## src/gpa_pkg.sv

```systemverilog
// gpa_pkg: shared types and constants for the gravity pair accumulator
// holds the port payload structs, the front-to-back work item and the back state codes
// no dependencies
`timescale 1ns / 1ps
`default_nettype none

package gpa_pkg;

    typedef struct packed {
        logic signed [31:0] target_x;
        logic signed [31:0] target_y;
        logic signed [31:0] source_x;
        logic signed [31:0] source_y;
        logic        [31:0] source_mass;
        logic               first;
        logic               last;
    } item_t;

    typedef struct packed {
        logic signed [47:0] accel_x;
        logic signed [47:0] accel_y;
    } result_t;

    // classified request: distance magnitudes and signs, ready for the back end
    typedef struct packed {
        logic [31:0] adx;
        logic [31:0] ady;
        logic        neg_x;
        logic        neg_y;
        logic [31:0] mass;
        logic        first;
        logic        last;
    } work_t;

    typedef struct packed {
        logic [31:0] grav;
        logic [31:0] eps_sq;
    } cfg_t;

    localparam int CFG_IDX_W = 2;
    typedef logic [CFG_IDX_W-1:0] cfg_idx_t;
    localparam cfg_idx_t REG_GRAV = 2'd0;
    localparam cfg_idx_t REG_SOFT = 2'd1;

    localparam logic signed [65:0] SUM_MAX = 66'sd140737488355327;
    localparam logic signed [65:0] SUM_MIN = -66'sd140737488355328;
    localparam logic [63:0] MAG_LIM = 64'h0001_0000_0000_0000;
    // numerator of the reciprocal, 2^61 - 1, split at bit 32
    localparam logic [34:0] DIV_REM_INIT = 35'h1FFF_FFFF;

    typedef enum logic [3:0] {
        S_IDLE,
        S_SQX,
        S_SQY,
        S_GM,
        S_CHK,
        S_NORM,
        S_SQRT,
        S_PMUL,
        S_DIV,
        S_GNORM,
        S_SCMUL,
        S_CNORM,
        S_TMUL,
        S_SCALE,
        S_ACC,
        S_DONE
    } back_state_t;

endpackage

`default_nettype wire

```

## src/gpa_queue.sv

```systemverilog
// gpa_queue: small register queue with push/full and pop/empty
// generic over width and depth, no package dependency
`timescale 1ns / 1ps
`default_nettype none

module gpa_queue #(
    parameter int WIDTH = 8,
    parameter int DEPTH = 2
) (
    input  wire logic             clk,
    input  wire logic             rst_n,
    input  wire logic             push,
    input  wire logic [WIDTH-1:0] wdata,
    output logic                  full,
    input  wire logic             pop,
    output logic [WIDTH-1:0]      rdata,
    output logic                  empty
);

    localparam int AW = (DEPTH > 1) ? $clog2(DEPTH) : 1;
    localparam int CW = $clog2(DEPTH + 1);

    logic [WIDTH-1:0] mem_reg [DEPTH];
    logic [AW-1:0]    wr_ptr_reg, wr_ptr_next;
    logic [AW-1:0]    rd_ptr_reg, rd_ptr_next;
    logic [CW-1:0]    count_reg, count_next;
    logic             do_push, do_pop;

    assign full    = (count_reg == CW'(DEPTH));
    assign empty   = (count_reg == '0);
    assign do_push = push && !full;
    assign do_pop  = pop && !empty;
    assign rdata   = mem_reg[rd_ptr_reg];

    always_comb
    begin
        wr_ptr_next = wr_ptr_reg;
        rd_ptr_next = rd_ptr_reg;
        count_next  = count_reg;
        if (do_push)
        begin
            wr_ptr_next = (wr_ptr_reg == AW'(DEPTH - 1)) ? '0 : wr_ptr_reg + AW'(1);
        end
        if (do_pop)
        begin
            rd_ptr_next = (rd_ptr_reg == AW'(DEPTH - 1)) ? '0 : rd_ptr_reg + AW'(1);
        end
        if (do_push && !do_pop)
        begin
            count_next = count_reg + CW'(1);
        end
        else if (do_pop && !do_push)
        begin
            count_next = count_reg - CW'(1);
        end
    end

    always_ff @(posedge clk or negedge rst_n)
    begin
        if (!rst_n)
        begin
            wr_ptr_reg <= '0;
            rd_ptr_reg <= '0;
            count_reg  <= '0;
        end
        else
        begin
            wr_ptr_reg <= wr_ptr_next;
            rd_ptr_reg <= rd_ptr_next;
            count_reg  <= count_next;
        end
    end

    always_ff @(posedge clk)
    begin
        if (do_push)
        begin
            mem_reg[wr_ptr_reg] <= wdata;
        end
    end

endmodule

`default_nettype wire

```

## src/gpa_front.sv

```systemverilog
// gpa_front: accepts requests, forms distance magnitudes and signs, queues them
// depends on gpa_pkg and gpa_queue
`timescale 1ns / 1ps
`default_nettype none

module gpa_front #(
    parameter int DEPTH = 2
) (
    input  wire logic           clk,
    input  wire logic           rst_n,
    input  wire logic           push,
    input  wire gpa_pkg::item_t item,
    output logic                full,
    output gpa_pkg::work_t      work,
    output logic                work_valid,
    input  wire logic           work_pop
);

    logic signed [32:0] dx, dy;
    logic [32:0]        abs_x, abs_y;
    gpa_pkg::work_t     cls;
    logic               q_empty;

    always_comb
    begin
        dx    = {item.source_x[31], item.source_x} - {item.target_x[31], item.target_x};
        dy    = {item.source_y[31], item.source_y} - {item.target_y[31], item.target_y};
        abs_x = dx[32] ? (33'd0 - dx) : dx;
        abs_y = dy[32] ? (33'd0 - dy) : dy;
        // |d| never exceeds 2^32 - 1
        cls.adx   = abs_x[31:0];
        cls.ady   = abs_y[31:0];
        cls.neg_x = dx[32];
        cls.neg_y = dy[32];
        cls.mass  = item.source_mass;
        cls.first = item.first;
        cls.last  = item.last;
    end

    gpa_queue #(
        .WIDTH($bits(gpa_pkg::work_t)),
        .DEPTH(DEPTH)
    ) u_work_q (
        .clk   (clk),
        .rst_n (rst_n),
        .push  (push),
        .wdata (cls),
        .full  (full),
        .pop   (work_pop),
        .rdata (work),
        .empty (q_empty)
    );

    assign work_valid = !q_empty;

endmodule

`default_nettype wire

```

## config.mk

```make
export PLATFORM = sky130hd
export DESIGN_NAME = gpa_front
export DESIGN_NICKNAME = d
export VERILOG_FILES = /design/src/gpa_pkg.sv /design/src/gpa_queue.sv /design/src/gpa_front.sv
export SDC_FILE = /design/constraint.sdc
export NUM_CORES = 1
export LEC_CHECK = 0
export BUFFER_PORTS_ARGS = -buffer_cell sky130_fd_sc_hd__buf_2
export CAP_MARGIN = 20
export CORE_AREA = 2 2 149 151
export CTS_CLUSTER_DIAMETER = 40
export DETAILED_ROUTE_END_ITERATION = 8
export DIE_AREA = 0 0 151 153
export PLACE_DENSITY = 0.83
export SETUP_SLACK_MARGIN = 0.5
export SLEW_MARGIN = 25
export SYNTH_ARGS = -nofsm -noshare
export SYNTH_HDL_FRONTEND = slang
export SYNTH_SLANG_ARGS = --single-unit
export TNS_END_PERCENT = 100
```

## constraint.sdc

```tcl
create_clock -name clk -period 8.4 [get_ports clk]
set_input_delay 0.42 -clock clk [delete_from_list [all_inputs] [get_ports clk]]
set_output_delay 0.42 -clock clk [all_outputs]
set_load 0.01 [all_outputs]
```

# Word-level counts from Yosys, hierarchy flattened
# Memories as Yosys holds them, arrays and structs flattened.
# Index checks and enable logic that the tools add are counted.
# word_totals
reg_bits	4
latchBits	0
ramBits	200
mem_bits_ro	0
in_bits	166
out_inout_bits	102
wordCells	31
memories	1
# memory_table
memory	depth	word_bits	rd	rd_clocked_by_memory_dff	write_ports	line_no	source
u_work_q.mem_reg	2	100	1	0	1	gpa_queue.sv:23	logic [WIDTH-1:0] mem_reg [DEPTH];
# op_classes
addsub	8
multipliers	0
n_div	0
order_cmp	0
n_eq_ne	1
shift	0
mux	8
bitwise_logic	0
n_reduce_logical	10
# ops
cell	count
32-bit by 32-bit subtractor with 33-bit output	2
32-bit two-way mux	2
1-bit by 32-bit subtractor with 32-bit output (first input constant)	2
1-bit logical AND	4
1-bit logical NOT	4
1-bit two-way mux	4
2-bit two-way mux	2
1-bit adder (second input constant)	2
2-bit by 1-bit adder with 2-bit output (second input constant)	1
2-bit == test (second input constant)	1
2-bit logical NOT	1
2-bit nonzero test	1
2-bit by 1-bit subtractor with 2-bit output (second input constant)	1

# Logic depth before layout (Yosys ltp)
# depth
ltp_word	7
mapped_depth	15
ltp_nobuf	14

# Modules after synthesis
# Synthesis repeated with hierarchy kept, for this count alone.
# hier_totals
hier_cells	1164
area_unflattened_um2	13275.2
# by_module_without_submodules
module	n_inst	cells_each	area_each_um2	seq_area_each_um2
gpa_queue	1	330	7862.5	6105.9
gpa_front	1	834	5412.7	0.0

# Least setup slack after synthesis
# Ideal clock, no wire load.
# synth_path
kind	reg-to-reg
startpoint	register u_work_q.count_reg[0]
endpoint	memory u_work_q.mem_reg[0][0] in the netlist's numbering (enable)
setup_ps	559
arrival_time_ps	4786
t_required_ps	7841
path_slack_ps	3055
stages_incl_launch_ff	4
path_buffers	0
synth_period_minus_slack_ps	5345
path_cell_list	dfrtp_1 > nand2b_1 > nand2_1 > nor2_1
# synth_between
elab_chain_len	5
# synth_lines
item	line_no	source
from (decl)	gpa_queue.sv:26	logic [CW-1:0] count_reg, count_next;
from (signal assigned)	gpa_queue.sv:70	count_reg <= count_next;
2-bit == test	gpa_queue.sv:29	assign full = (count_reg == CW'(DEPTH));
1-bit logical NOT	gpa_queue.sv:31	assign do_push = push && !full;
1-bit logical AND	gpa_queue.sv:31	
1-bit two-way mux	gpa_queue.sv:76	if (do_push)
1-bit two-way mux (implied by the code)	gpa_queue.sv:78	mem_reg[wr_ptr_reg] <= wdata;
to (decl)	gpa_queue.sv:23	
# No other way between the ends.

# Worst setup path in the final report
# layout_path
startpoint	input port item[66] in the netlist's numbering
endpoint	memory u_work_q.mem_reg[1][78] in the netlist's numbering, data pin
# layout_between
elab_chain_len	3
# layout_lines
item	line_no	source
from (decl)	gpa_front.sv:12	input wire gpa_pkg::item_t item,
32-bit by 32-bit subtractor with 33-bit output *	gpa_front.sv:26	dx = {item.source_x[31], item.source_x} - {item.target_x[31], item.target_x};
1-bit by 32-bit subtractor with 32-bit output	gpa_front.sv:28	abs_x = dx[32] ? (33'd0 - dx) : dx;
32-bit two-way mux *	gpa_front.sv:28	
named net abs_x[10]	gpa_front.sv:20	logic [32:0] abs_x, abs_y;
# Mark *: on every way through the listed nets, which the timed path passes. The rest lies on a longest branch.

==> flow_summary.toml <==
[cts]
cts_tree = "yes"
clk_pin_slew_ps = 60
clock_latency_ps = 510
cts.repair_timing.setup_buffer_count = 0
clockBufferDepth = 3
ctsHoldBuffers = 1
cts_made_buffers = 24
post_cts.resized_instances = 0
numClockSinks = 204
cts-root-buf = "sky130_fd_sc_hd__clkbuf_16"
htree_levels = 1

[drt]
first_iter_violations = 720
detail_route.wirelength_um = 28580
detail_route.wl_per_cell_um = 16.80
route.detailed.drc = 0
route.detailed.vias_per_inst = 5.779
ant_nets = 0
firstDrtPassIters = 5
via_count = 9830

[placed_design]
gp_congestion = 0.9051
placement.io_buffers = 267
half_perimeter_wire_length_after_placement_um = 21430
place_ws_ps = 3981

[worst_setup_path]
ff2ff_setup_slack_ps = 6050
cp.arrival_ps = 4280
ff2ff_path_depth = 3
critical_path.cell_chain = "buf_2 > inv_1 > ha_1 > fa_1 > nor2b_1 > o2111a_1 > nor2_2 > o311ai_1 > o31ai_1 > o31ai_1 > o21a_1 > inv_1 > o21ai_0 > xnor2_1"
startpoint_class = "primary input"
timing.rr.end = "u_work_q.mem_reg[1][97]"
cp_max_fo = 20
timing.critical_path.slowest_cell_delay_ps = 610
cpMaxStageDelayCell = "sky130_fd_sc_hd__o21a_1"
regToRegStartpoint = "u_work_q.count_reg[0]"
sort_of_element_at_the_end_of_the_critical_path = "flip-flop"
required_ps = 8650
timing.setup.critical_path_class = "in2reg"

[synthesis]
synthesis.instances = 1143
synth_commonest_cells = "sky130_fd_sc_hd__edfxtp_1, sky130_fd_sc_hd__mux2_2, sky130_fd_sc_hd__inv_1, sky130_fd_sc_hd__a21oi_1, sky130_fd_sc_hd__nand2_1"
synth-seq-area-share = 0.4814
synth_top_area_cell = "sky130_fd_sc_hd__edfxtp_1"
ys_types = 76
yosysWarningCount = 0
yosys_register_bits = 204
share_of_synthesized_flip_flops_with_an_asynchronous_set_or_reset = 0.01961
syn_area_per_cell_um2 = 11.10
post-synth-top-area-fraction = 0.4735
count_of_flip_flops_with_a_built_in_enable_after_synthesis = 200
post_synth_instance_area_mm2 = 0.01268
syn-num-nets = 1378
yosys.cell_count.top_type = "sky130_fd_sc_hd__edfxtp_1"
synthFlopType = "sky130_fd_sc_hd__edfxtp_1"
synthTopCellsByArea = "sky130_fd_sc_hd__edfxtp_1, sky130_fd_sc_hd__mux2_2, sky130_fd_sc_hd__ha_1, sky130_fd_sc_hd__xnor2_1, sky130_fd_sc_hd__a21oi_1"

[sta]
timing.final.max_slew_violations = 0
fmax_mhz = 247.8
fin_ws_ps = 4365
setup_viol = 0
worst-slew-pin-transition_ps = 924.2
fin_skew_ps = 16.51
final-hold-violation-count = 0
finalCriticalPeriod_ps = 4035
period_share = 0.4804
grt_setup_unrepaired = "false"
setup_total_negative_slack_ps = 0
max-slew-margin-rel = 0.3839

[floorplan]
placement_rows = 54
die-height_um = 153
floorplan.core_area_mm2 = 0.02149
dieWidth_um = 151
io_pins = 268
effective_utilization_at_floorplan = 0.5903
die_area_mm2 = 0.02310

[global_routing]
first_global_vias = 9606
grt_use_met3 = 0.03015
globalRouteMet1Util = 0.2976
gr-total-overflow = 0
wire_length_of_the_first_global_routing_pass_um = 45050
maximum_number_of_pins_on_one_net_before_global_route_repair = 71
met2_usage = 0.4323
top_usage_layer = "met2"
grt_antenna_before_repair = 0
grt_use_total = 0.2398

[run_status]
result_of_the_run = "complete, no violations"

[min_path]
class_of_the_most_critical_hold_timing_path = "in2reg"
worst_hold_depth = 1
worst_hold_path.endpoint = "u_work_q.mem_reg[1][32]"
hold_start = "item[32]"

[finish]
largest_reg_flops = 200
finish.net_count = 1638
final_layout_size_suffix_gt1_frac = 0.3047
diodes = 0
layout-area-overhead-vs-synth_pct = 19.06

[pwr]
static_leakage_nw = 6.312
power_density_cells_mw_per_mm2 = 278.2
power.ir.vdd_worst_mv = 0.1678

[run]
cap_viol_max_count = 0
worst max-delay path by stage:
stage                                     start                 endpoint  slack (ps)  depth (start not counted)
after floorplan           u_work_q.count_reg[0]   u_work_q.mem_reg[0][0]        3050                          3
after global placement                 item[66]  u_work_q.mem_reg[0][82]        4130                         14
after detailed placement               item[66]  u_work_q.mem_reg[0][78]        3980                         14
after CTS                              item[66]  u_work_q.mem_reg[0][78]        4450                         14
after global routing                   item[66]  u_work_q.mem_reg[1][79]        4110                         14
final                                  item[66]  u_work_q.mem_reg[1][78]        4360                         14
where the power goes:
part | internal, mW | leakage (nW) | switching (mW)
combinational | 0.686 | 4.03 | 0.919
sequential | 1.50 | 1.90 | 0.0958
clock | 0.589 | 0.383 | 0.413
worst max-delay path, delay by kind of cell:
family / cells / cell delay (ps)
adder cells (fa/ha/maj): 2 / 620
AND/OR/NAND/NOR: 2 / 270
XOR/XNOR: 1 / 140
AO/OA/AOI/OAI: 6 / 2300
buffers and inverters: 3 / 520
cells in the final DEF, fill, tap and decap left out, types with 4 or more instances in the layout:
cell type / synthesis / layout
sky130_fd_sc_hd__a211o_1: 6 / 6
sky130_fd_sc_hd__a211oi_1: 10 / 10
sky130_fd_sc_hd__a21o_1: 31 / 31
sky130_fd_sc_hd__a21oi_1: 85 / 85
sky130_fd_sc_hd__a311oi_1: 4 / 4
sky130_fd_sc_hd__a31oi_1: 20 / 20
sky130_fd_sc_hd__and2_1: 9 / 9
sky130_fd_sc_hd__and3_1: 11 / 10
sky130_fd_sc_hd__buf_2: 3 / 267
sky130_fd_sc_hd__clkbuf_1: 34 / 4
sky130_fd_sc_hd__clkbuf_16: 0 / 25
sky130_fd_sc_hd__edfxtp_1: 200 / 200
sky130_fd_sc_hd__ha_1: 67 / 67
sky130_fd_sc_hd__inv_1: 93 / 93
sky130_fd_sc_hd__inv_8: 0 / 4
sky130_fd_sc_hd__mux2_2: 101 / 101
sky130_fd_sc_hd__mux2i_1: 7 / 7
sky130_fd_sc_hd__nand2_1: 69 / 69
sky130_fd_sc_hd__nand2b_1: 4 / 4
sky130_fd_sc_hd__nand3_1: 24 / 24
sky130_fd_sc_hd__nand4_1: 14 / 14
sky130_fd_sc_hd__nor2_1: 60 / 59
sky130_fd_sc_hd__nor2b_1: 9 / 9
sky130_fd_sc_hd__nor3_1: 16 / 16
sky130_fd_sc_hd__o2111ai_1: 4 / 4
sky130_fd_sc_hd__o211ai_1: 6 / 6
sky130_fd_sc_hd__o21a_1: 13 / 13
sky130_fd_sc_hd__o21ai_0: 42 / 42
sky130_fd_sc_hd__o21ai_1: 4 / 4
sky130_fd_sc_hd__o21bai_1: 7 / 7
sky130_fd_sc_hd__o31ai_1: 5 / 5
sky130_fd_sc_hd__or3_1: 7 / 7
sky130_fd_sc_hd__xnor2_1: 67 / 67
sky130_fd_sc_hd__xor2_1: 41 / 41
stage by stage:
step                      hold slack (ps)  cell area, um^2  power [mW]    util  cells
final                               107.5            15100       4.202  0.7028   1701
after global routing                95.03            15100       4.413  0.7028   1701
after CTS                           89.29            15100       4.223  0.7028   1701
after detailed placement            230.5            14310       3.212  0.6660   1656
after global placement              227.0            14250       3.137  0.6635   1654
after floorplan                     124.4            12680       2.661       -   1143
per-layer routing:
layer  up-vias  part of all wire
li1       4772                 -
met1      4660              0.41
met2       334              0.50
met3        64             0.060
met4         0             0.029
met5         -                 0
cell families (layout without fill, tap and decap cells):
group / count (synthesis) / count (layout) / synth area share
flops: 204 / 204 / 0.4814
simple gates: 252 / 252 / 0.1014
mux: 108 / 108 / 0.09520
fa+ha+maj: 69 / 69 / 0.06925
compound gates: 269 / 269 / 0.1382
xor+xnor: 108 / 108 / 0.07458
buf+inv: 133 / 411 / 0.03995
final cells by class:
| type | count | area, um^2 |
|---|---|---|
| inverter | 94 | 352.8 |
| clock inverter | 15 | 140.1 |
| sequential | 204 | 6110 |
| tap | 280 | 350.3 |
| fill | 1545 | 6385 |
| clock buffer | 29 | 640.6 |
| multi-input combinational | 806 | 6083 |
| timing repair buffer | 273 | 1424 |
Note: power is estimated with default switching activity, not from simulation.
