[config.mk]
export PLATFORM = sky130hd
export DESIGN_NAME = gpa_back
export DESIGN_NICKNAME = d
export VERILOG_FILES = /design/src/gpa_pkg.sv /design/src/gpa_back.sv
export SDC_FILE = /design/constraint.sdc
export NUM_CORES = 2
export LEC_CHECK = 0
export BUFFER_PORTS_ARGS = -buffer_cell sky130_fd_sc_hd__buf_2
export CAP_MARGIN = 0
export CELL_PAD_IN_SITES_DETAIL_PLACEMENT = 1
export CELL_PAD_IN_SITES_GLOBAL_PLACEMENT = 2
export CORE_ASPECT_RATIO = 1.1
export CORE_UTILIZATION = 45
export DETAILED_ROUTE_END_ITERATION = 8
export GPL_ROUTABILITY_DRIVEN = 1
export GPL_TIMING_DRIVEN = 1
export PLACE_DENSITY_LB_ADDON = 0.1
export SYNTH_ARGS = -nofsm -noshare
export SYNTH_HDL_FRONTEND = slang
export SYNTH_SLANG_ARGS = --single-unit
[constraint.sdc]
create_clock -name clk -period 34.2 [get_ports clk]
set_clock_uncertainty 0.2 [all_clocks]
set_input_delay 3.42 -clock clk [delete_from_list [all_inputs] [get_ports clk]]
set_output_delay 3.42 -clock clk [all_outputs]
set_load 0.02 [all_outputs]
[src/gpa_pkg.sv]
// gpa_pkg: shared types and constants for the gravity pair accumulator
// holds the port payload structs, the front-to-back work item and the back state codes
// no dependencies
`timescale 1ns / 1ps
`default_nettype none

package gpa_pkg;

    typedef struct packed {
        logic signed [31:0] target_x;
        logic signed [31:0] target_y;
        logic signed [31:0] source_x;
        logic signed [31:0] source_y;
        logic        [31:0] source_mass;
        logic               first;
        logic               last;
    } item_t;

    typedef struct packed {
        logic signed [47:0] accel_x;
        logic signed [47:0] accel_y;
    } result_t;

    // classified request: distance magnitudes and signs, ready for the back end
    typedef struct packed {
        logic [31:0] adx;
        logic [31:0] ady;
        logic        neg_x;
        logic        neg_y;
        logic [31:0] mass;
        logic        first;
        logic        last;
    } work_t;

    typedef struct packed {
        logic [31:0] grav;
        logic [31:0] eps_sq;
    } cfg_t;

    localparam int CFG_IDX_W = 2;
    typedef logic [CFG_IDX_W-1:0] cfg_idx_t;
    localparam cfg_idx_t REG_GRAV = 2'd0;
    localparam cfg_idx_t REG_SOFT = 2'd1;

    localparam logic signed [65:0] SUM_MAX = 66'sd140737488355327;
    localparam logic signed [65:0] SUM_MIN = -66'sd140737488355328;
    localparam logic [63:0] MAG_LIM = 64'h0001_0000_0000_0000;
    // numerator of the reciprocal, 2^61 - 1, split at bit 32
    localparam logic [34:0] DIV_REM_INIT = 35'h1FFF_FFFF;

    typedef enum logic [3:0] {
        S_IDLE,
        S_SQX,
        S_SQY,
        S_GM,
        S_CHK,
        S_NORM,
        S_SQRT,
        S_PMUL,
        S_DIV,
        S_GNORM,
        S_SCMUL,
        S_CNORM,
        S_TMUL,
        S_SCALE,
        S_ACC,
        S_DONE
    } back_state_t;

endpackage

`default_nettype wire

[src/gpa_back.sv]
// gpa_back: sequencer that evaluates one softened gravity term and updates the sums
// one shared 32x32 multiplier, bit-serial square root and reciprocal; depends on gpa_pkg
`timescale 1ns / 1ps
`default_nettype none

module gpa_back #(
    parameter int FRAC_BITS = 16
) (
    input  wire logic            clk,
    input  wire logic            rst_n,
    input  wire gpa_pkg::cfg_t   cfg,
    input  wire gpa_pkg::work_t  work,
    input  wire logic            work_valid,
    output logic                 work_pop,
    input  wire logic            res_room,
    output logic                 res_push,
    output gpa_pkg::result_t     res_data
);

    localparam int FE_HALF = (FRAC_BITS + 1) / 2;
    localparam int ODD     = FRAC_BITS % 2;

    gpa_pkg::back_state_t state_reg, state_next;
    gpa_pkg::work_t       item_reg, item_next;
    logic [63:0]          r2_reg, r2_next;
    logic [63:0]          gm_reg, gm_next;
    logic signed [6:0]    j_reg, j_next;
    logic [61:0]          rad_reg, rad_next;
    logic [34:0]          rem_reg, rem_next;
    logic [30:0]          root_reg, root_next;
    logic [31:0]          p_reg, p_next;
    logic [31:0]          q_reg, q_next;
    logic [5:0]           cnt_reg, cnt_next;
    logic [5:0]           g_reg, g_next;
    logic [5:0]           c_reg, c_next;
    logic signed [9:0]    x_reg, x_next;
    logic [63:0]          mag_reg, mag_next;
    logic signed [64:0]   term_reg, term_next;
    logic                 axis_reg, axis_next;
    logic signed [47:0]   sum_x_reg, sum_x_next;
    logic signed [47:0]   sum_y_reg, sum_y_next;

    logic [31:0]          mul_a, mul_b;
    logic [63:0]          prod;
    logic [34:0]          rem_sh, trial;
    logic [32:0]          rd;
    logic [111:0]         wide;
    logic [63:0]          tmag;
    logic [9:0]           nx;
    logic signed [65:0]   acc;
    logic signed [65:0]   acc_sat;
    int                   x_int;

    always_comb
    begin
        case (state_reg)
            gpa_pkg::S_SQX:   begin mul_a = item_reg.adx;    mul_b = item_reg.adx; end
            gpa_pkg::S_SQY:   begin mul_a = item_reg.ady;    mul_b = item_reg.ady; end
            gpa_pkg::S_GM:    begin mul_a = cfg.grav;        mul_b = item_reg.mass; end
            gpa_pkg::S_PMUL:  begin mul_a = r2_reg[31:0];    mul_b = {1'b0, root_reg}; end
            gpa_pkg::S_SCMUL: begin mul_a = gm_reg[31:0];    mul_b = q_reg; end
            gpa_pkg::S_TMUL:
            begin
                mul_a = axis_reg ? item_reg.ady : item_reg.adx;
                mul_b = gm_reg[31:0];
            end
            default:          begin mul_a = '0;              mul_b = '0; end
        endcase
    end

    assign prod = mul_a * mul_b;

    always_comb
    begin
        state_next = state_reg;
        item_next  = item_reg;
        r2_next    = r2_reg;
        gm_next    = gm_reg;
        j_next     = j_reg;
        rad_next   = rad_reg;
        rem_next   = rem_reg;
        root_next  = root_reg;
        p_next     = p_reg;
        q_next     = q_reg;
        cnt_next   = cnt_reg;
        g_next     = g_reg;
        c_next     = c_reg;
        x_next     = x_reg;
        mag_next   = mag_reg;
        term_next  = term_reg;
        axis_next  = axis_reg;
        sum_x_next = sum_x_reg;
        sum_y_next = sum_y_reg;
        work_pop   = 1'b0;
        res_push   = 1'b0;

        rem_sh  = {rem_reg[32:0], rad_reg[61:60]};
        trial   = {2'b00, root_reg, 2'b01};
        rd      = {rem_reg[31:0], 1'b1};
        wide    = {48'd0, mag_reg} << x_reg[5:0];
        nx      = 10'd0 - x_reg;
        tmag    = '0;
        acc     = 66'(sum_x_reg) + 66'(term_reg);
        acc_sat = acc;
        x_int   = -77 - 3 * (int'(j_reg) - FE_HALF) + int'(g_reg) + int'(c_reg)
                  - 2 * FRAC_BITS;

        case (state_reg)
            gpa_pkg::S_IDLE:
            begin
                if (work_valid && res_room)
                begin
                    work_pop  = 1'b1;
                    item_next = work;
                    if (work.first)
                    begin
                        sum_x_next = '0;
                        sum_y_next = '0;
                    end
                    state_next = gpa_pkg::S_SQX;
                end
            end
            gpa_pkg::S_SQX:
            begin
                r2_next    = prod >> FRAC_BITS;
                state_next = gpa_pkg::S_SQY;
            end
            gpa_pkg::S_SQY:
            begin
                r2_next    = r2_reg + (prod >> FRAC_BITS) + {32'd0, cfg.eps_sq};
                state_next = gpa_pkg::S_GM;
            end
            gpa_pkg::S_GM:
            begin
                gm_next    = prod;
                state_next = gpa_pkg::S_CHK;
            end
            gpa_pkg::S_CHK:
            begin
                if (r2_reg == '0 || gm_reg == '0)
                begin
                    state_next = gpa_pkg::S_DONE;
                end
                else
                begin
                    r2_next    = r2_reg << ODD;
                    j_next     = '0;
                    g_next     = '0;
                    state_next = gpa_pkg::S_NORM;
                end
            end
            gpa_pkg::S_NORM:
            begin
                // bring r2 into [2^30, 2^32) two bits at a time
                if (r2_reg[63:32] != '0)
                begin
                    r2_next = r2_reg >> 2;
                    j_next  = j_reg + 7'sd1;
                end
                else if (r2_reg[31:30] == 2'b00)
                begin
                    r2_next = r2_reg << 2;
                    j_next  = j_reg - 7'sd1;
                end
                else
                begin
                    rad_next   = {r2_reg[31:0], 30'd0};
                    rem_next   = '0;
                    root_next  = '0;
                    cnt_next   = 6'd31;
                    state_next = gpa_pkg::S_SQRT;
                end
            end
            gpa_pkg::S_SQRT:
            begin
                if (rem_sh >= trial)
                begin
                    rem_next  = rem_sh - trial;
                    root_next = {root_reg[29:0], 1'b1};
                end
                else
                begin
                    rem_next  = rem_sh;
                    root_next = {root_reg[29:0], 1'b0};
                end
                rad_next = rad_reg << 2;
                cnt_next = cnt_reg - 6'd1;
                if (cnt_reg == 6'd1)
                begin
                    state_next = gpa_pkg::S_PMUL;
                end
            end
            gpa_pkg::S_PMUL:
            begin
                p_next     = prod[62:31];
                rem_next   = gpa_pkg::DIV_REM_INIT;
                q_next     = '0;
                cnt_next   = 6'd32;
                state_next = gpa_pkg::S_DIV;
            end
            gpa_pkg::S_DIV:
            begin
                // low numerator bits are all ones
                if (rd >= {1'b0, p_reg})
                begin
                    rem_next = 35'(rd - {1'b0, p_reg});
                    q_next   = {q_reg[30:0], 1'b1};
                end
                else
                begin
                    rem_next = 35'(rd);
                    q_next   = {q_reg[30:0], 1'b0};
                end
                cnt_next = cnt_reg - 6'd1;
                if (cnt_reg == 6'd1)
                begin
                    state_next = gpa_pkg::S_GNORM;
                end
            end
            gpa_pkg::S_GNORM:
            begin
                if (gm_reg[63:32] != '0)
                begin
                    gm_next = gm_reg >> 1;
                    g_next  = g_reg + 6'd1;
                end
                else
                begin
                    state_next = gpa_pkg::S_SCMUL;
                end
            end
            gpa_pkg::S_SCMUL:
            begin
                gm_next    = prod;
                c_next     = '0;
                state_next = gpa_pkg::S_CNORM;
            end
            gpa_pkg::S_CNORM:
            begin
                if (gm_reg[63:32] != '0)
                begin
                    gm_next = gm_reg >> 1;
                    c_next  = c_reg + 6'd1;
                end
                else
                begin
                    x_next     = 10'(x_int);
                    axis_next  = 1'b0;
                    state_next = gpa_pkg::S_TMUL;
                end
            end
            gpa_pkg::S_TMUL:
            begin
                mag_next   = prod;
                state_next = gpa_pkg::S_SCALE;
            end
            gpa_pkg::S_SCALE:
            begin
                if (mag_reg == '0)
                begin
                    tmag = '0;
                end
                else if (!x_reg[9])
                begin
                    if (x_reg > 10'sd48)
                    begin
                        tmag = gpa_pkg::MAG_LIM;
                    end
                    else if (wide > {48'd0, gpa_pkg::MAG_LIM})
                    begin
                        tmag = gpa_pkg::MAG_LIM;
                    end
                    else
                    begin
                        tmag = wide[63:0];
                    end
                end
                else if (nx >= 10'd64)
                begin
                    tmag = '0;
                end
                else
                begin
                    tmag = mag_reg >> nx[5:0];
                end
                if (axis_reg ? item_reg.neg_y : item_reg.neg_x)
                begin
                    term_next = 65'sd0 - $signed({1'b0, tmag});
                end
                else
                begin
                    term_next = $signed({1'b0, tmag});
                end
                state_next = gpa_pkg::S_ACC;
            end
            gpa_pkg::S_ACC:
            begin
                acc = axis_reg ? (66'(sum_y_reg) + 66'(term_reg))
                               : (66'(sum_x_reg) + 66'(term_reg));
                if (acc > gpa_pkg::SUM_MAX)
                begin
                    acc_sat = gpa_pkg::SUM_MAX;
                end
                else if (acc < gpa_pkg::SUM_MIN)
                begin
                    acc_sat = gpa_pkg::SUM_MIN;
                end
                else
                begin
                    acc_sat = acc;
                end
                if (axis_reg)
                begin
                    sum_y_next = acc_sat[47:0];
                    state_next = gpa_pkg::S_DONE;
                end
                else
                begin
                    sum_x_next = acc_sat[47:0];
                    axis_next  = 1'b1;
                    state_next = gpa_pkg::S_TMUL;
                end
            end
            gpa_pkg::S_DONE:
            begin
                res_push   = item_reg.last;
                state_next = gpa_pkg::S_IDLE;
            end
            default:
            begin
                state_next = gpa_pkg::S_IDLE;
            end
        endcase
    end

    assign res_data.accel_x = sum_x_reg;
    assign res_data.accel_y = sum_y_reg;

    always_ff @(posedge clk or negedge rst_n)
    begin
        if (!rst_n)
        begin
            state_reg <= gpa_pkg::S_IDLE;
            sum_x_reg <= '0;
            sum_y_reg <= '0;
        end
        else
        begin
            state_reg <= state_next;
            sum_x_reg <= sum_x_next;
            sum_y_reg <= sum_y_next;
        end
    end

    always_ff @(posedge clk)
    begin
        item_reg <= item_next;
        r2_reg   <= r2_next;
        gm_reg   <= gm_next;
        j_reg    <= j_next;
        rad_reg  <= rad_next;
        rem_reg  <= rem_next;
        root_reg <= root_next;
        p_reg    <= p_next;
        q_reg    <= q_next;
        cnt_reg  <= cnt_next;
        g_reg    <= g_next;
        c_reg    <= c_next;
        x_reg    <= x_next;
        mag_reg  <= mag_next;
        term_reg <= term_next;
        axis_reg <= axis_next;
    end

endmodule

`default_nettype wire

Word-level counts from Yosys, hierarchy flattened

Cells that the tools add are included.

Register bits: 682
Output and inout port bits: 98

$add $sub $neg: 18
$mul: 2
$lt $le $gt $ge: 7
Equal/unequal tests: 31
Shift operators: 2
Multiplexer cells: 66
Bitwise operators: 1
Reductions and logical operators: 37

Operator list:

| operator                                                          | number |
|---|---|
| two-way mux 64 bit                                                | 10 |
| one-hot mux 32 bit (6 select lines)                               | 2 |
| two-way mux 48 bit                                                | 6 |
| zero test 64 bit                                                  | 3 |
| one-hot mux 48 bit (2 select lines)                               | 2 |
| one-hot mux 64 bit (3 select lines)                               | 1 |
| adder 48 x 65 -> 66 bit                                           | 2 |
| two-way mux 33 bit                                                | 4 |
| one-hot mux 33 bit (4 select lines)                               | 1 |
| one-hot mux 64 bit (2 select lines)                               | 1 |
| two-way mux 62 bit                                                | 2 |
| one-hot mux 62 bit (2 select lines)                               | 1 |
| greater-than comparator 112 x 49 -> 1 bit (second input constant) | 1 |
| << shifter 64 x 6 -> 112 bit                                      | 1 |
| greater-than comparator 66 x 48 -> 1 bit (second input constant)  | 1 |
| less-than comparator 66 x 48 -> 1 bit (second input constant)     | 1 |
| two-way mux 66 bit                                                | 1 |
| subtractor 1 x 64 -> 65 bit (first input constant)                | 1 |
| adder 64 x 32 -> 64 bit                                           | 1 |
| adder 64 x 48 -> 64 bit                                           | 1 |
| multiplier 32 x 32 -> 64 bit                                      | 1 |
| one-hot mux 32 bit (2 select lines)                               | 1 |
| one-hot mux 4 bit (16 select lines)                               | 1 |
| nonzero test 32 bit                                               | 2 |
| 50 further kinds                                                  | 116 |

Depth between registers and ports, before layout

Word-level depth: 9
Depth in mapped cells: 55
Gate-level depth less buffers: 50

Worst setup path before layout

No wires, ideal clock.

Kind: in2out
Start point: input port work_valid
End point: output port work_pop
Arrival time: 14.365 ns
Required time: 30.580 ns
Path slack: 16.215 ns
Stages: 2
Buffers on the path: 0
Cell sequence: nand2_1 nor4b_1

Word-level cells in the longest chain between the ends: 3

RTL lines:

| element           | RTL line        | text |
|---|---|---|
| start, declared   | gpa_back.sv:13  | `input wire logic work_valid,` |
| logical AND 1 bit | gpa_back.sv:111 | `if (work_valid && res_room)` |
| two-way mux 1 bit | gpa_back.sv:111 |  |
| two-way mux 1 bit | gpa_back.sv:108 | `case (state_reg)` |
| end, declared     | gpa_back.sv:14  | `output logic work_pop,` |

Every way passes these cells.

Final worst setup path

Start point: register state_reg[3]
End point: register r2_reg[63], data pin

Word-level cells in the longest chain between the ends: 6

RTL lines:

| element                                     | RTL line        | text |
|---|---|---|
| start, declared                             | gpa_back.sv:23  | `gpa_pkg::back_state_t state_reg, state_next;` |
| start signal, assigned                      | gpa_back.sv:343 | `state_reg <= gpa_pkg::S_IDLE;` |
| start signal, assigned                      | gpa_back.sv:349 | `state_reg <= state_next;` |
| equality test 4 bit (tied with other cells) | gpa_back.sv:56  | `case (state_reg)` |
| one-hot mux 32 bit (6 select lines)         | gpa_back.sv:56  |  |
| multiplier 32 x 32 -> 64 bit (*)            | gpa_back.sv:71  | `assign prod = mul_a * mul_b;` |
| net prod[28]                                | gpa_back.sv:44  | `logic [63:0] prod;` |
| adder 64 x 48 -> 64 bit (*)                 | gpa_back.sv:130 | `r2_next = r2_reg + (prod >> FRAC_BITS) + {32'd0, cfg.eps_sq};` |
| adder 64 x 32 -> 64 bit (*)                 | gpa_back.sv:130 |  |
| one-hot mux 64 bit (3 select lines) (*)     | gpa_back.sv:108 |  |
| net r2_next[63]                             | gpa_back.sv:25  | `logic [63:0] r2_reg, r2_next;` |
| end signal, assigned                        | gpa_back.sv:358 | `r2_reg <= r2_next;` |
| end, declared                               | gpa_back.sv:25  |  |

Mark *: on every way through the listed nets, which the timed path passes. The rest lies on a longest branch.
A chain may end at the register's enable or synchronous reset.

==> metrics <==
post-synthesis sequential area ratio 21.73%; # H-tree levels 3; Startpoint Class register; Total Routing Usage GR 38.85%; detailed-route via count 77228; failing checks max-slew violations; Final Hold Fails 0; Gate Count Post-Synth 9579; Worst Path Class, Setup register to register; Slew Limit Fails 2; unrepaired setup endpoints after global routing false; Syn Area/Cell 9.164 µm²; hold path startpoint rad_reg[35]; Clock power frac 51.7%; slowest CP cell and3_1; Die Span Y 465.2 µm; flops & latches, synth 652; crit path max fanout 42; sw frac 23.82%; Slew @ Worst Pin 1.519 ns; Tcrit/Tclk final 50.81%; ys async rst share 15.34%; grt total ovfl 0; met2 wire length 180.0 mm; clk_lat worst skew 0.77 ns; Top Metal Used met5; synth top area cells fa_1 22%, edfxtp_1 19%, ha_1 7.0%; TNS Setup 0 ns; first-pass GRT wire length 560.5 mm; core footprint 193300 µm²; Synth Flop Type edfxtp_1; reg2reg start state_reg[3]; Std-Cell Rows 169; routed wl met3 25.39 mm; count leader, synth nand2_1; fin nets 11093; Starting Density 45.42%; CTS resizes 0; Die Span X 423.1 µm; Hold-fix buffers, CTS 0; Required @ worst endpoint 34.51 ns; maximum VDD drop 0.03724 mV; leading area contributor after synthesis fa_1; 1st-iter DRT viols 6659; Leakage 41.15 nW; Worst path max stage delay 1.20 ns; Fillers 22146; layout cell share with drive strength beyond 1 11.04%; Crit path arrival time 17.68 ns; number of flip-flops in the largest register 99; Pint 1.402 mW; Syn Nets 11184; gpl congestion 0.9991; yosys warns 0; WL met1 145.2 mm; fmax 57.55 MHz; drt wl/cell 31.81 µm; Clock Pin Slew Worst Setup and Hold Paths 0.08 ns; Hold Crit Class register to register; Max Root-Sink Buffers 3; residual DRC count 0; Post-synth EDFFs 552; top cells by count, synth 1240 x nand2_1, 1155 x inv_1, 943 x fa_1; total setup buffers inserted after CTS 0; clock buffer count from CTS 82; CTS Sinks 652; Seq pwr share 46.3%; final setup vio count 0; top-area cell type share of the netlist area 21.51%; Worst slew margin -1.246%; Mapped Area 87780 µm²; status finished with violations; Detail Route Antenna Nets 0; Die ar. 196800 µm²; most used cell, CP fa_1; Final min period 17.38 ns; vias per inst 6.372; number of global-route vias before repair 81394; number of port buffers 265; Logic pwr share 2.0%; root buffer cell clkbuf_16; final hold slack 0.3005 ns; HPWL after DPL 298.3 mm; final wirelength 385.5 mm; largest net degree at the start of global routing 140; sw power 438.5 µW; CTS tree done; DRT Pass-1 Iters 6; initial antenna violation count 18; crit path capture type register; Yosys cell types 114; Boundary Pins 266; Layout area overhead 7.391%; crit path from state_reg[3]; max-cap viol count 0; Power Density 19.52 nW/µm²
## power groups by stage
stage | Combinational, mW | Clock, mW | Sequential (mW)
2_1_floorplan | 0.0129 | 0 | 0.870
3_3_place_gp | 0.0355 | 0 | 0.869
3_5_place_dp | 0.0362 | 0 | 0.869
4_1_cts | 0.0365 | 0.963 | 0.853
5_1_grt | 0.0389 | 0.986 | 0.853
6_report | 0.0367 | 0.951 | 0.853
## kinds of logic after synthesis
group | count (synthesis) | share of synthesized area [%]
XOR/XNOR | 309 | 3.143
buffers and inverters | 1792 | 8.086
AO/OA/AOI/OAI | 1758 | 14.20
multiplexers | 515 | 8.451
flip-flops | 652 | 21.73
adder cells (fa/ha/maj) | 1437 | 28.55
AND/OR/NAND/NOR | 3116 | 15.84
## worst paths after layout
kind                       depth (start not counted)  slack (ns)       endpoint
hold / removal                                     2        0.30    rad_reg[37]
setup reg to reg                                  48       16.82     r2_reg[63]
min in group asynchronous                          1        2.62   sum_x_reg[3]
hold reg to reg                                    2        0.30    rad_reg[37]
setup / recovery                                  48       16.82     r2_reg[63]
max in group asynchronous                          2       29.83  sum_x_reg[36]
## placed cells by master, fill, tap and decap left out, types with 43 or more instances in the layout
master,count
nand4_1,50
nand2_1,1234
a211oi_1,61
o211ai_1,43
and2_1,81
mux2i_1,202
a31oi_1,58
xnor2_1,182
nor2_1,913
or3_1,46
a21boi_0,61
buf_4,190
edfxtp_1,552
fa_1,943
xor2_1,119
nor4_1,88
nand3_1,190
dfrtp_1,100
nor2b_1,58
a22oi_1,200
nand2b_1,53
buf_2,264
a21o_1,152
a21oi_1,340
mux4_2,166
inv_1,1154
mux2_2,145
ha_1,493
and3_1,104
o21ai_0,258
nor3_1,152
clkbuf_16,82
o221ai_1,43
## through the flow
| stage | setup slack, ns | instances | power (mW) | util, % | instance area (µm²) |
|---|---|---|---|---|---|
| final | 16.82 | 12119 | 1.840 | 48.77 | 94270 |
| after global routing | 16.17 | 12118 | 1.878 | 48.77 | 94260 |
| after CTS | 17.45 | 12116 | 1.852 | 48.77 | 94260 |
| after detailed placement | 16.78 | 11969 | 0.9057 | 47.30 | 91420 |
| after global placement | 16.97 | 11969 | 0.9050 | 47.30 | 91420 |
| after floorplan | 16.21 | 9579 | 0.8825 | - | 87780 |
## metal layers
metal	up-vias	global-route usage, %
met5	-	0
met1	40024	46.81
li1	32846	-
met3	1016	5.354
met4	10	28.92
met2	3332	63.46
## critical path, delay by kind of cell (launching register included)
kind / cells / cell delay [ns]
AOI/OAI and AO/OA: 19 / 6.90
xor gates and xnor gates: 2 / 0.57
adders and majority gates: 11 / 4.73
buffers and inverters: 7 / 1.38
DFF: 1 / 0.65
and+or+nand+nor: 9 / 2.61
## area by class of cell
class | instances | area [µm²] | area share (%)
clock inverter | 49 | 719.4 | 0.7632
sequential | 652 | 19080 | 20.24
inverter | 1159 | 4353 | 4.618
multi-input combinational | 7135 | 61950 | 65.72
antenna | 3 | 7.507 | 0.007964
clock buffer | 98 | 2122 | 2.251
timing repair buffer | 458 | 2828 | 3.000
tap | 2565 | 3209 | 3.405
Note: power is estimated with default switching activity, not from simulation.
